$ cat src/rtl/modular_arithmetic_unit_macros.svh
// Assertion macros for the modular arithmetic unit.
// Depends on a clock aclk and an active-low reset aresetn in the using module.
`ifndef MODULAR_ARITHMETIC_UNIT_MACROS_SVH
`define MODULAR_ARITHMETIC_UNIT_MACROS_SVH

`define MAU_CHECK(lbl, prop) \
    lbl: assert property (@(posedge aclk) disable iff (!aresetn) prop) \
        else $error("modular arithmetic unit check failed");

`define MAU_NEVER(lbl, expr) \
    `MAU_CHECK(lbl, !(expr))

`endif

$ cat src/rtl/mau_pkg.sv
// Package of the modular arithmetic unit: payload structs, codes and the
// request type of the shared arithmetic unit. Depends on nothing.
package mau_pkg;

    localparam logic [30:0] RESET_MODULUS = 31'd998244353;

    typedef enum logic [2:0] {
        ACT_ADD    = 3'd0,
        ACT_SUB    = 3'd1,
        ACT_MUL    = 3'd2,
        ACT_DIV    = 3'd3,
        ACT_NEG    = 3'd4,
        ACT_INV    = 3'd5,
        ACT_POW    = 3'd6,
        ACT_REDUCE = 3'd7
    } action_t;

    typedef enum logic [1:0] {
        ST_OK      = 2'd0,
        ST_NO_INV  = 2'd1,
        ST_NEG_EXP = 2'd2,
        ST_RANGE   = 2'd3
    } status_t;

    typedef enum logic [1:0] {
        UOP_MADD = 2'd0,
        UOP_MSUB = 2'd1,
        UOP_RSUB = 2'd2
    } unit_op_t;

    typedef struct packed {
        unit_op_t    op;
        logic [31:0] x;
        logic [31:0] y;
    } unit_req_t;

    typedef struct packed {
        logic [2:0]         action;
        logic [30:0]        left_operand;
        logic [30:0]        right_operand;
        logic signed [63:0] wide_operand;
    } in_item_t;

    typedef struct packed {
        logic [30:0] residue_result;
        logic [1:0]  status;
    } out_item_t;

endpackage

$ cat src/rtl/mau_unit.sv
// Shared arithmetic unit: modular add, modular subtract and raw subtract.
// Depends on mau_pkg.
module mau_unit import mau_pkg::*; (
    input  unit_req_t   req,
    input  logic [30:0] modulus,
    output logic [31:0] result,
    output logic        borrow
);

    logic [32:0] sum;
    logic [32:0] diff;
    logic [32:0] mod_ext;

    always_comb begin
        mod_ext = {2'b00, modulus};
        sum     = {1'b0, req.x} + {1'b0, req.y};
        diff    = {1'b0, req.x} - {1'b0, req.y};
        borrow  = diff[32];
        unique case (req.op)
            UOP_MADD: begin
                if (sum >= mod_ext) begin
                    result = 32'(sum - mod_ext);
                end else begin
                    result = sum[31:0];
                end
            end
            UOP_MSUB: begin
                if (diff[32]) begin
                    result = 32'(diff + mod_ext);
                end else begin
                    result = diff[31:0];
                end
            end
            default: begin
                result = diff[31:0];
            end
        endcase
    end

endmodule

$ cat src/rtl/modular_arithmetic_unit.sv
// Top level of the modular arithmetic unit: request sequencer and registers.
// Depends on mau_pkg, mau_unit and modular_arithmetic_unit_macros.svh.
//
// Usage: a request enters on s_valid/s_ready with s_data and yields one
// result on m_valid/m_ready with m_data. The modulus is written through
// cfg_wr_en/cfg_wr_data; the user must write it only while the block
// is idle, which the block itself does not enforce. Reset loads 998244353.
// One request is worked at a time; s_ready is high only while idle.
// Add, sub, neg and range errors are settled in the check state. Mul
// runs double-and-add over the multiplier bits; power runs
// square-and-multiply over the exponent bits. Inverse runs extended
// Euclid by shifted subtractions; div adds one multiply. Reduce does
// double-and-add over the magnitude bits. All arithmetic goes through
// one shared add/subtract unit with a compare-and-correct step.
// When the receiver stalls, a finished result waits in the output
// register and the next request is accepted meanwhile; it waits at its
// end until the output register is free.
// Reset clears the sequencer and the output valid.
`include "modular_arithmetic_unit_macros.svh"
module modular_arithmetic_unit import mau_pkg::*; (
    input  logic        aclk,
    input  logic        aresetn,
    input  logic        cfg_wr_en,
    input  logic [30:0] cfg_wr_data,
    input  logic        s_valid,
    output logic        s_ready,
    input  in_item_t    s_data,
    output logic        m_valid,
    input  logic        m_ready,
    output out_item_t   m_data
);

    typedef enum logic [14:0] {
        S_IDLE    = 15'b000000000000001,
        S_CHECK   = 15'b000000000000010,
        S_MUL_D   = 15'b000000000000100,
        S_MUL_A   = 15'b000000000001000,
        S_EU_TEST = 15'b000000000010000,
        S_EU_GROW = 15'b000000000100000,
        S_EU_DBL  = 15'b000000001000000,
        S_EU_SUB  = 15'b000000010000000,
        S_EU_SUBC = 15'b000000100000000,
        S_EU_END  = 15'b000001000000000,
        S_PW_TEST = 15'b000010000000000,
        S_RED_D   = 15'b000100000000000,
        S_RED_A   = 15'b001000000000000,
        S_RED_END = 15'b010000000000000,
        S_DONE    = 15'b100000000000000
    } state_t;

    state_t      state_reg, state_next;
    logic [30:0] mod_reg;
    in_item_t    item_reg, item_next;
    logic [31:0] s_reg, s_next, t_reg, t_next, ts_reg, ts_next;
    logic [30:0] c0_reg, c0_next, c1_reg, c1_next, cs_reg, cs_next;
    logic [30:0] mx_reg, mx_next, my_reg, my_next, acc_reg, acc_next;
    logic [30:0] r_reg, r_next, x_reg, x_next;
    logic [63:0] e_reg, e_next;
    logic [5:0]  cnt_reg, cnt_next;
    logic        phase_reg, phase_next;
    logic [30:0] res_reg, res_next;
    status_t     st_reg, st_next;
    logic        m_valid_reg;
    out_item_t   m_data_reg;
    unit_req_t   ureq;
    logic [31:0] ures;
    logic        uborrow;
    logic [30:0] one_mod;
    logic        a_bad, b_bad;

    mau_unit u_unit (
        .req     (ureq),
        .modulus (mod_reg),
        .result  (ures),
        .borrow  (uborrow)
    );

    assign s_ready = (state_reg == S_IDLE);
    assign m_valid = m_valid_reg;
    assign m_data  = m_data_reg;
    assign one_mod = (mod_reg == 31'd1) ? 31'd0 : 31'd1;
    assign a_bad   = (item_reg.left_operand >= mod_reg);
    assign b_bad   = (item_reg.right_operand >= mod_reg);

    always_comb begin
        ureq = '{op: UOP_RSUB, x: 32'd0, y: 32'd0};
        unique case (state_reg)
            S_CHECK: begin
                unique case (action_t'(item_reg.action))
                    ACT_ADD: ureq = '{op: UOP_MADD, x: {1'b0, item_reg.left_operand},
                                      y: {1'b0, item_reg.right_operand}};
                    ACT_SUB: ureq = '{op: UOP_MSUB, x: {1'b0, item_reg.left_operand},
                                      y: {1'b0, item_reg.right_operand}};
                    default: ureq = '{op: UOP_MSUB, x: 32'd0,
                                      y: {1'b0, item_reg.left_operand}};
                endcase
            end
            S_MUL_D:   ureq = '{op: UOP_MADD, x: {1'b0, acc_reg}, y: {1'b0, acc_reg}};
            S_MUL_A:   ureq = '{op: UOP_MADD, x: {1'b0, acc_reg},
                                y: my_reg[cnt_reg[4:0]] ? {1'b0, mx_reg} : 32'd0};
            S_EU_TEST: ureq = '{op: UOP_RSUB, x: s_reg, y: t_reg};
            S_EU_GROW: ureq = '{op: UOP_RSUB, x: s_reg, y: {ts_reg[30:0], 1'b0}};
            S_EU_DBL:  ureq = '{op: UOP_MADD, x: {1'b0, cs_reg}, y: {1'b0, cs_reg}};
            S_EU_SUB:  ureq = '{op: UOP_RSUB, x: s_reg, y: ts_reg};
            S_EU_SUBC: ureq = '{op: UOP_MSUB, x: {1'b0, c0_reg}, y: {1'b0, cs_reg}};
            S_RED_D:   ureq = '{op: UOP_MADD, x: {1'b0, acc_reg}, y: {1'b0, acc_reg}};
            S_RED_A:   ureq = '{op: UOP_MADD, x: {1'b0, acc_reg},
                                y: {31'd0, e_reg[cnt_reg]}};
            S_RED_END: ureq = '{op: UOP_MSUB, x: 32'd0, y: {1'b0, acc_reg}};
            default:   ureq = '{op: UOP_RSUB, x: 32'd0, y: 32'd0};
        endcase
    end

    always_comb begin
        state_next = state_reg;
        item_next  = item_reg;
        s_next     = s_reg;
        t_next     = t_reg;
        ts_next    = ts_reg;
        c0_next    = c0_reg;
        c1_next    = c1_reg;
        cs_next    = cs_reg;
        mx_next    = mx_reg;
        my_next    = my_reg;
        acc_next   = acc_reg;
        r_next     = r_reg;
        x_next     = x_reg;
        e_next     = e_reg;
        cnt_next   = cnt_reg;
        phase_next = phase_reg;
        res_next   = res_reg;
        st_next    = st_reg;
        unique case (state_reg)
            S_IDLE: begin
                if (s_valid) begin
                    item_next  = s_data;
                    state_next = S_CHECK;
                end
            end
            S_CHECK: begin
                res_next   = 31'd0;
                st_next    = ST_OK;
                state_next = S_DONE;
                acc_next   = 31'd0;
                if (mod_reg == 31'd0) begin
                    st_next = ST_RANGE;
                end else if (item_reg.action <= ACT_DIV && (a_bad || b_bad)) begin
                    st_next = ST_RANGE;
                end else if (item_reg.action != ACT_REDUCE && a_bad) begin
                    st_next = ST_RANGE;
                end else begin
                    unique case (action_t'(item_reg.action))
                        ACT_ADD, ACT_SUB, ACT_NEG: begin
                            res_next = ures[30:0];
                        end
                        ACT_MUL: begin
                            mx_next    = item_reg.left_operand;
                            my_next    = item_reg.right_operand;
                            cnt_next   = 6'd30;
                            state_next = S_MUL_D;
                        end
                        ACT_DIV, ACT_INV: begin
                            s_next     = {1'b0, mod_reg};
                            t_next     = (item_reg.action == ACT_DIV)
                                       ? {1'b0, item_reg.right_operand}
                                       : {1'b0, item_reg.left_operand};
                            c0_next    = 31'd0;
                            c1_next    = one_mod;
                            state_next = S_EU_TEST;
                        end
                        ACT_POW: begin
                            if (item_reg.wide_operand[63]) begin
                                st_next = ST_NEG_EXP;
                            end else begin
                                r_next     = one_mod;
                                x_next     = item_reg.left_operand;
                                e_next     = item_reg.wide_operand;
                                state_next = S_PW_TEST;
                            end
                        end
                        default: begin
                            e_next     = item_reg.wide_operand[63]
                                       ? (~item_reg.wide_operand) + 64'd1
                                       : item_reg.wide_operand;
                            cnt_next   = 6'd63;
                            state_next = S_RED_D;
                        end
                    endcase
                end
            end
            S_MUL_D: begin
                acc_next   = ures[30:0];
                state_next = S_MUL_A;
            end
            S_MUL_A: begin
                acc_next   = ures[30:0];
                state_next = S_MUL_D;
                cnt_next   = cnt_reg - 6'd1;
                if (cnt_reg == 6'd0) begin
                    if (item_reg.action == ACT_POW) begin
                        if (!phase_reg) begin
                            r_next     = ures[30:0];
                            mx_next    = x_reg;
                            my_next    = x_reg;
                            acc_next   = 31'd0;
                            cnt_next   = 6'd30;
                            phase_next = 1'b1;
                        end else begin
                            x_next     = ures[30:0];
                            e_next     = {1'b0, e_reg[63:1]};
                            state_next = S_PW_TEST;
                        end
                    end else begin
                        res_next   = ures[30:0];
                        state_next = S_DONE;
                    end
                end
            end
            S_PW_TEST: begin
                acc_next = 31'd0;
                cnt_next = 6'd30;
                if (e_reg == 64'd0) begin
                    res_next   = r_reg;
                    state_next = S_DONE;
                end else begin
                    mx_next    = x_reg;
                    my_next    = e_reg[0] ? r_reg : x_reg;
                    phase_next = !e_reg[0];
                    state_next = S_MUL_D;
                end
            end
            S_EU_TEST: begin
                if (t_reg == 32'd0) begin
                    state_next = S_EU_END;
                end else if (uborrow) begin
                    s_next  = t_reg;
                    t_next  = s_reg;
                    c0_next = c1_reg;
                    c1_next = c0_reg;
                end else begin
                    ts_next    = t_reg;
                    cs_next    = c1_reg;
                    state_next = S_EU_GROW;
                end
            end
            S_EU_GROW: begin
                state_next = uborrow ? S_EU_SUB : S_EU_DBL;
            end
            S_EU_DBL: begin
                cs_next    = ures[30:0];
                ts_next    = {ts_reg[30:0], 1'b0};
                state_next = S_EU_GROW;
            end
            S_EU_SUB: begin
                s_next     = ures;
                state_next = S_EU_SUBC;
            end
            S_EU_SUBC: begin
                c0_next    = ures[30:0];
                state_next = S_EU_TEST;
            end
            S_EU_END: begin
                state_next = S_DONE;
                if (s_reg != 32'd1) begin
                    st_next = ST_NO_INV;
                end else if (item_reg.action == ACT_DIV) begin
                    mx_next    = item_reg.left_operand;
                    my_next    = c0_reg;
                    acc_next   = 31'd0;
                    cnt_next   = 6'd30;
                    state_next = S_MUL_D;
                end else begin
                    res_next = c0_reg;
                end
            end
            S_RED_D: begin
                acc_next   = ures[30:0];
                state_next = S_RED_A;
            end
            S_RED_A: begin
                acc_next   = ures[30:0];
                cnt_next   = cnt_reg - 6'd1;
                state_next = (cnt_reg == 6'd0) ? S_RED_END : S_RED_D;
            end
            S_RED_END: begin
                res_next   = item_reg.wide_operand[63] ? ures[30:0] : acc_reg;
                state_next = S_DONE;
            end
            S_DONE: begin
                if (!m_valid_reg || m_ready) begin
                    state_next = S_IDLE;
                end
            end
            default: begin
                state_next = S_IDLE;
            end
        endcase
    end

    always_ff @(posedge aclk) begin
        if (!aresetn) begin
            state_reg   <= S_IDLE;
            mod_reg     <= RESET_MODULUS;
            m_valid_reg <= 1'b0;
            phase_reg   <= 1'b0;
        end else begin
            state_reg <= state_next;
            phase_reg <= phase_next;
            if (cfg_wr_en) begin
                mod_reg <= cfg_wr_data;
            end
            if (state_reg == S_DONE && (!m_valid_reg || m_ready)) begin
                m_valid_reg <= 1'b1;
            end else if (m_ready) begin
                m_valid_reg <= 1'b0;
            end
        end
    end

    always_ff @(posedge aclk) begin
        item_reg <= item_next;
        s_reg    <= s_next;
        t_reg    <= t_next;
        ts_reg   <= ts_next;
        c0_reg   <= c0_next;
        c1_reg   <= c1_next;
        cs_reg   <= cs_next;
        mx_reg   <= mx_next;
        my_reg   <= my_next;
        acc_reg  <= acc_next;
        r_reg    <= r_next;
        x_reg    <= x_next;
        e_reg    <= e_next;
        cnt_reg  <= cnt_next;
        res_reg  <= res_next;
        st_reg   <= st_next;
        if (state_reg == S_DONE && (!m_valid_reg || m_ready)) begin
            m_data_reg.residue_result <= (st_reg == ST_OK) ? res_reg : 31'd0;
            m_data_reg.status         <= st_reg;
        end
    end

    `MAU_CHECK(a_accept_busy, (s_valid && s_ready) |=> !s_ready)
    `MAU_CHECK(a_err_zero, (m_valid && m_data.status != ST_OK) |-> m_data.residue_result == 31'd0)
    `MAU_CHECK(a_res_range, m_valid |-> (m_data.residue_result < mod_reg || m_data.residue_result == 31'd0))

endmodule
$ cat config.mk
export PLATFORM = sky130hd
export DESIGN_NAME = modular_arithmetic_unit
export DESIGN_NICKNAME = d
export VERILOG_FILES = /design/src/rtl/mau_pkg.sv /design/src/rtl/mau_unit.sv /design/src/rtl/modular_arithmetic_unit.sv
export VERILOG_INCLUDE_DIRS = /design/src /design/src/rtl
export SDC_FILE = /design/constraint.sdc
export NUM_CORES = 2
export LEC_CHECK = 0
export BUFFER_PORTS_ARGS = -buffer_cell sky130_fd_sc_hd__buf_2
export CAP_MARGIN = 25
export CORE_MARGIN = 2
export CORE_UTILIZATION = 41
export CTS_CLUSTER_DIAMETER = 200
export CTS_CLUSTER_SIZE = 10
export DETAILED_ROUTE_END_ITERATION = 8
export GPL_ROUTABILITY_DRIVEN = 0
export REMOVE_ABC_BUFFERS = 1
export SKIP_LAST_GASP = 1
export SLEW_MARGIN = 20
export SYNTH_ARGS = -nofsm -noshare
export SYNTH_HDL_FRONTEND = slang
export SYNTH_HIERARCHICAL = 1
export SYNTH_SLANG_ARGS = --single-unit
$ cat constraint.sdc
create_clock -name aclk -period 13.5 [get_ports aclk]
set_clock_uncertainty 0.1 [all_clocks]
set_input_delay 1.35 -clock aclk [delete_from_list [all_inputs] [get_ports aclk]]
set_output_delay 1.35 -clock aclk [all_outputs]
set_load 0.005 [all_outputs]
Word-level counts from Yosys, hierarchy flattened
Index checks and enable logic that the tools add are counted.
- input bits: 165
- bits in latches: 0
- memories: 0
- bits in read-only memories: 0
- output and inout port bits: 35
- register bits: 657
- memory bits (writable): 0
- multiply operators: 0
- eq/ne operators: 52
- magnitude comparators: 6
- muxes and demuxes: 152
- shifts and indexed selects: 0
- divide/modulo/power cells: 0
- reduce and logical (&&, ||, !) cells: 48
- $add $sub $neg: 6
- bitwise operators: 1
- operators by type and width (operator ; count):
    $mux W31 ; 65
    $pmux W66 S10 ; 1
    $mux W32 ; 16
    $mux W64 ; 8
    $pmux W31 S4 ; 3
    $pmux W64 S2 ; 2
    $pmux W31 S2 ; 4
    $pmux W15 S15 ; 1
    $mux W15 ; 13
    $pmux W32 S2 ; 3
    $pmux W31 S5 ; 1
    $pmux W65 S2 ; 1
    $pmux W32 S3 ; 1
    $pmux W31 S3 ; 1
    $add A64 B1 Y64 const B ; 1
    $logic_not A64 Y1 ; 1
    $not A64 Y64 ; 1
    $ge A31 B31 Y1 ; 2
    $pmux W15 S4 ; 1
    $mux W6 ; 8
    $ne A2 B2 Y1 const B ; 22
    $add A32 B32 Y33 ; 1
    $ge A33 B31 Y1 ; 1
    $sub A32 B32 Y33 ; 1
    62 further kinds ; 106

Logic depth before layout (Yosys ltp)
- depth after elaboration: 13
- gate-level depth with buffers: 39
- depth with buffers taken out: 36

Hierarchy
The synthesis kept the hierarchy.
- by module, submodules not included (module ; seq. area each (sq um) ; cells each ; times used ; area an instance (sq um)):
    modular_arithmetic_unit ; 19248.5 ; 2664 ; 1 ; 32277.2
    mau_unit ; 0.0 ; 1138 ; 1 ; 7551.0

Worst setup path after synthesis
Ideal clock, no wire load.
- path kind: reg-to-reg
- start point: register cnt_reg[0]
- end point: register x_reg[3] (data pin)
- path slack: 5.694 ns
- cell stages (with the launch flop): 34
- library setup time: 0.129 ns
- buffers on the path: 3
- data arrival time: 7.577 ns
- cells stage by stage: edfxtp_1 buf_6 buf_8 mux4_1 mux4_2 mux4_2 a221o_1 ha_1 inv_1 fa_1 nor2_1 o311a_1 or4_1 a311oi_2 or3_1 a21oi_1 nor2_1 xnor2_1 ha_1 a21oi_1 o21bai_1 a21oi_1 a311oi_1 a311o_1 a21oi_1 a21oi_1 nor4b_4 buf_6 nand2_1 o31a_1 a221oi_1 inv_1 nor2_1 a21o_1
- RTL lines (item ; line ; text):
    from (decl) ; modular_arithmetic_unit.sv:59 ; logic [5:0] cnt_reg, cnt_next;
    from (signal assigned) ; modular_arithmetic_unit.sv:334 ; cnt_reg <= cnt_next;
    to (signal assigned) ; modular_arithmetic_unit.sv:332 ; x_reg <= x_next;
    to (decl) ; modular_arithmetic_unit.sv:57 ; logic [30:0] r_reg, r_next, x_reg, x_next;

==> Implementation_results.wiki <==
{| class="wikitable"
! Metric !! Value
|-
| Number of clock buffers inserted by TritonCTS || 75
|-
| Core box area || 96400 um^2
|-
| Count of final setup violators || 0
|-
| Area share of xor/xnor cells in the synthesized design || 0.0383
|-
| Largest family of logic cells by synthesized area || compound AO/OA/AOI/OAI gates
|-
| PortBufs || 199
|-
| Final #Nets || 4278
|-
| Outcome || finished, final reports clean
|-
| Arithmetic-cell share of the synthesized area counting full adders, half adders and majority gates || 0.0617
|-
| Met1 track utilization from global routing || 0.380
|-
| First-pass GRT wire length || 210000 um
|-
| Initial DRC count || 5077
|-
| Final Power || 5.05 mW
|-
| Fraction of final layout cells sized beyond drive strength 1 || 0.132
|-
| Slowest cell delay on critical path || 0.84 ns
|-
| CTS H-tree depth || 3
|-
| Maximum clock path buffer count || 3
|-
| Maximum operating frequency || 93.9 MHz
|-
| Critical path's slowest cell || o21ai_0
|-
| Most utilized layer in the global route result || met2
|-
| Final hold viol count || 0
|-
| Minimum clock period after layout || 10.65 ns
|-
| Initial antenna violation count || 8
|-
| Die X-Extent || 316 um
|-
| Global Route met3 Usage || 0.0683
|-
| Classification of the worst setup path || flip-flop to flip-flop
|-
| Fraction of the mapped netlist area in compound gates || 0.177
|-
| Worst path most repeated cell || a21oi_1
|-
| Unrepaired setup endpoints after global routing || no
|-
| Worst min path class || flip-flop to flip-flop
|-
| Setup Buffers After CTS || 0
|-
| Leakage || 16.7 nW
|-
| Full die area || 99700 um^2
|-
| Total global routing overflow || 0
|-
| Clock input transition at the sequential cells of the worst setup and hold paths || 0.06 ns
|-
| Commonest register cell after synthesis || edfxtp_1
|-
| Post-synthesis average cell area || 10.5 um^2
|-
| Number of global-route vias before repair || 31600
|-
| Total via count after detailed routing || 33100
|-
| Overall routing resource usage || 0.285
|-
| Maximum number of pins on one net before global-route repair || 123
|-
| Number of top-level pins || 200
|-
| Setup TNS Final || 0 ns
|-
| Critical Path Fanout Max || 47
|-
| Cell area after technology mapping || 39800 um^2
|-
| FILL cells || 9064
|-
| Count of hold buffers inserted by post-cts repair || 0
|-
| Growth of design area from synthesis to finish || 11.6%
|-
| Ys async rst share || 0
|-
| Number of optimization iterations in the first detailed-route pass || 9
|-
| DIE HEIGHT || 316 um
|-
| Number of cells produced by synthesis || 3802
|-
| Clock tree root buffer cell || clkbuf_16
|-
| Initial cell density of the core || 0.413
|-
| Synth Warn # || 6
|-
| Detailed-route DRC error count || 0
|-
| Cell accounting for the most synthesized area || edfxtp_1
|-
| Antenna-violating nets left || 0
|-
| Number of gates resized after CTS || 0
|-
| Mux share of post-synthesis cell area || 0.0606
|-
| Fraction of met2 tracks used by global routing || 0.439
|-
| Number of synthesized flops with an enable pin || 609
|-
| CP Data Arrival Time || 10.98 ns
|-
| Simple-Gate Fraction of Synth Area || 0.137
|-
| CTS tree || yes
|-
| Post-synthesis sequential element count || 657
|-
| Power per cell area || 114 nW/um^2
|-
| DPL Wire Length || 100000 um
|-
| Synth top area cells || edfxtp_1 46%, ha_1 6.0%, nand2_1 4.3%
|-
| Row count || 114
|-
| Sinks on Clock Net || 657
|-
| Headroom to the max-slew limit || 0.192
|-
| Max reg flops || 129
|-
| Crit path launch type || flip-flop
|-
| Clock Latency Late Sink || 0.65 ns
|-
| Period Utilization, post-route || 0.789
|-
| Worst supply voltage drop on vdd || 0.0000983 V
|-
| Fraction of synthesized cell area taken by the top area cell type || 0.459
|-
| Transition time of the tightest slew-check pin || 1.20 ns
|-
| Part of the Yosys area used for sequential elements || 0.483
|-
| Total Routed Length || 145000 um
|-
| Distinct cells, synth || 97
|-
| Max capacitance violation total || 0
|-
| WL per Instance || 27.6 um
|-
| Required time reported for the critical path endpoint || 13.83 ns
|-
| Via density per instance || 6.31
|-
| Element type at the critical path end || flip-flop
|-
| Final slew viol count || 0
|}
-- worst paths after layout --
path,start,endpoint,slack (ns),cells after the start
max,state_reg[11],res_reg[21],2.85,32
min,res_reg[5],m_data[7],0.40,1
max reg2reg,state_reg[11],res_reg[21],2.85,32
min reg2reg,res_reg[5],m_data[7],0.40,1
-- power breakdown --
part	switching, mW	total [mW]	internal (mW)
clock	0.838	1.91	1.07
sequential	0.0776	2.36	2.28
combinational	0.493	0.785	0.292
-- layer usage --
layer / part of all wire / routed length (um)
met5: 0.00043 / 62
met4: 0.049 / 7100
met3: 0.12 / 17800
met2: 0.44 / 63500
met1: 0.39 / 56500
-- layout make-up --
class                      count  area (um^2)  share of cell area
inverter                     198          743              0.0167
multi-input combinational   2720        19100               0.430
antenna                        1         2.50           0.0000563
tap                         1276         1600              0.0359
clock inverter                 5         62.6             0.00141
clock buffer                 122         2120              0.0476
sequential                   657        19200               0.433
timing repair buffer         267         1580              0.0354
-- per-stage QoR --
| stage | cells | worst slack [ns] | area, um^2 | util | hold WS [ns] |
|---|---|---|---|---|---|
| after floorplan | 3575 | -7.89 | 38900 | - | 0.327 |
| after CTS | 5242 | 3.09 | 44400 | 0.460 | 0.416 |
| after global routing | 5245 | 2.33 | 44400 | 0.461 | 0.434 |
| after detailed placement | 5115 | 3.13 | 42200 | 0.438 | 0.403 |
| final | 5246 | 2.85 | 44500 | 0.461 | 0.402 |
| after global placement | 5112 | 3.29 | 42200 | 0.437 | 0.405 |
-- worst max-delay path, delay by kind of cell (launching register included) --
kind / cells / cell delay, ns
AO/OA/AOI/OAI: 13 / 3.53
buffers and inverters: 5 / 1.39
AND/OR/NAND/NOR: 12 / 4.35
flip-flops: 1 / 0.35
adder cells (fa/ha/maj): 2 / 0.70
-- Yosys cell counts, types with 16 or more instances --
library cell,instances
o21a_1,16
nand3_1,62
o21bai_1,23
nand2_1,457
a21o_1,75
xor2_1,61
and3_1,19
buf_1,27
nor3_1,55
buf_2,19
edfxtp_1,609
inv_1,195
mux2i_1,67
nand2b_1,23
ha_1,190
mux4_2,17
xnor2_1,113
a21oi_1,211
o21ai_0,172
a211oi_1,18
clkbuf_1,173
o221ai_1,17
dfxtp_1,48
a22o_1,38
a31oi_1,24
nor2b_1,21
nor4_1,54
and2_1,77
o21ai_1,42
a22oi_1,80
or3_1,17
mux2_2,93
a222oi_1,150
o211ai_1,22
nor2_1,284
nand4_1,26
-- placed cells by master (no fill, tap or decap), types with 44 or more instances in the layout --
cell       instances
edfxtp_1         609
nand2_1          455
nor2_1           276
a21oi_1          211
buf_2            199
inv_1            195
ha_1             190
o21ai_0          172
a222oi_1         150
xnor2_1          113
mux2_2            93
a22oi_1           80
clkbuf_16         78
and2_1            76
a21o_1            74
mux2i_1           67
nand3_1           61
xor2_1            61
buf_4             61
nor3_1            54
nor4_1            54
dfxtp_1           48
clkbuf_1          44
-- cell families after synthesis --
| group | Yosys count |
|---|---|
| compound gates | 1004 |
| xor+xnor | 174 |
| simple gates | 1159 |
| fa+ha+maj | 194 |
| buf+inv | 425 |
| flops | 657 |
| mux | 189 |
No activity file was read; power rests on OpenSTA's default activity.
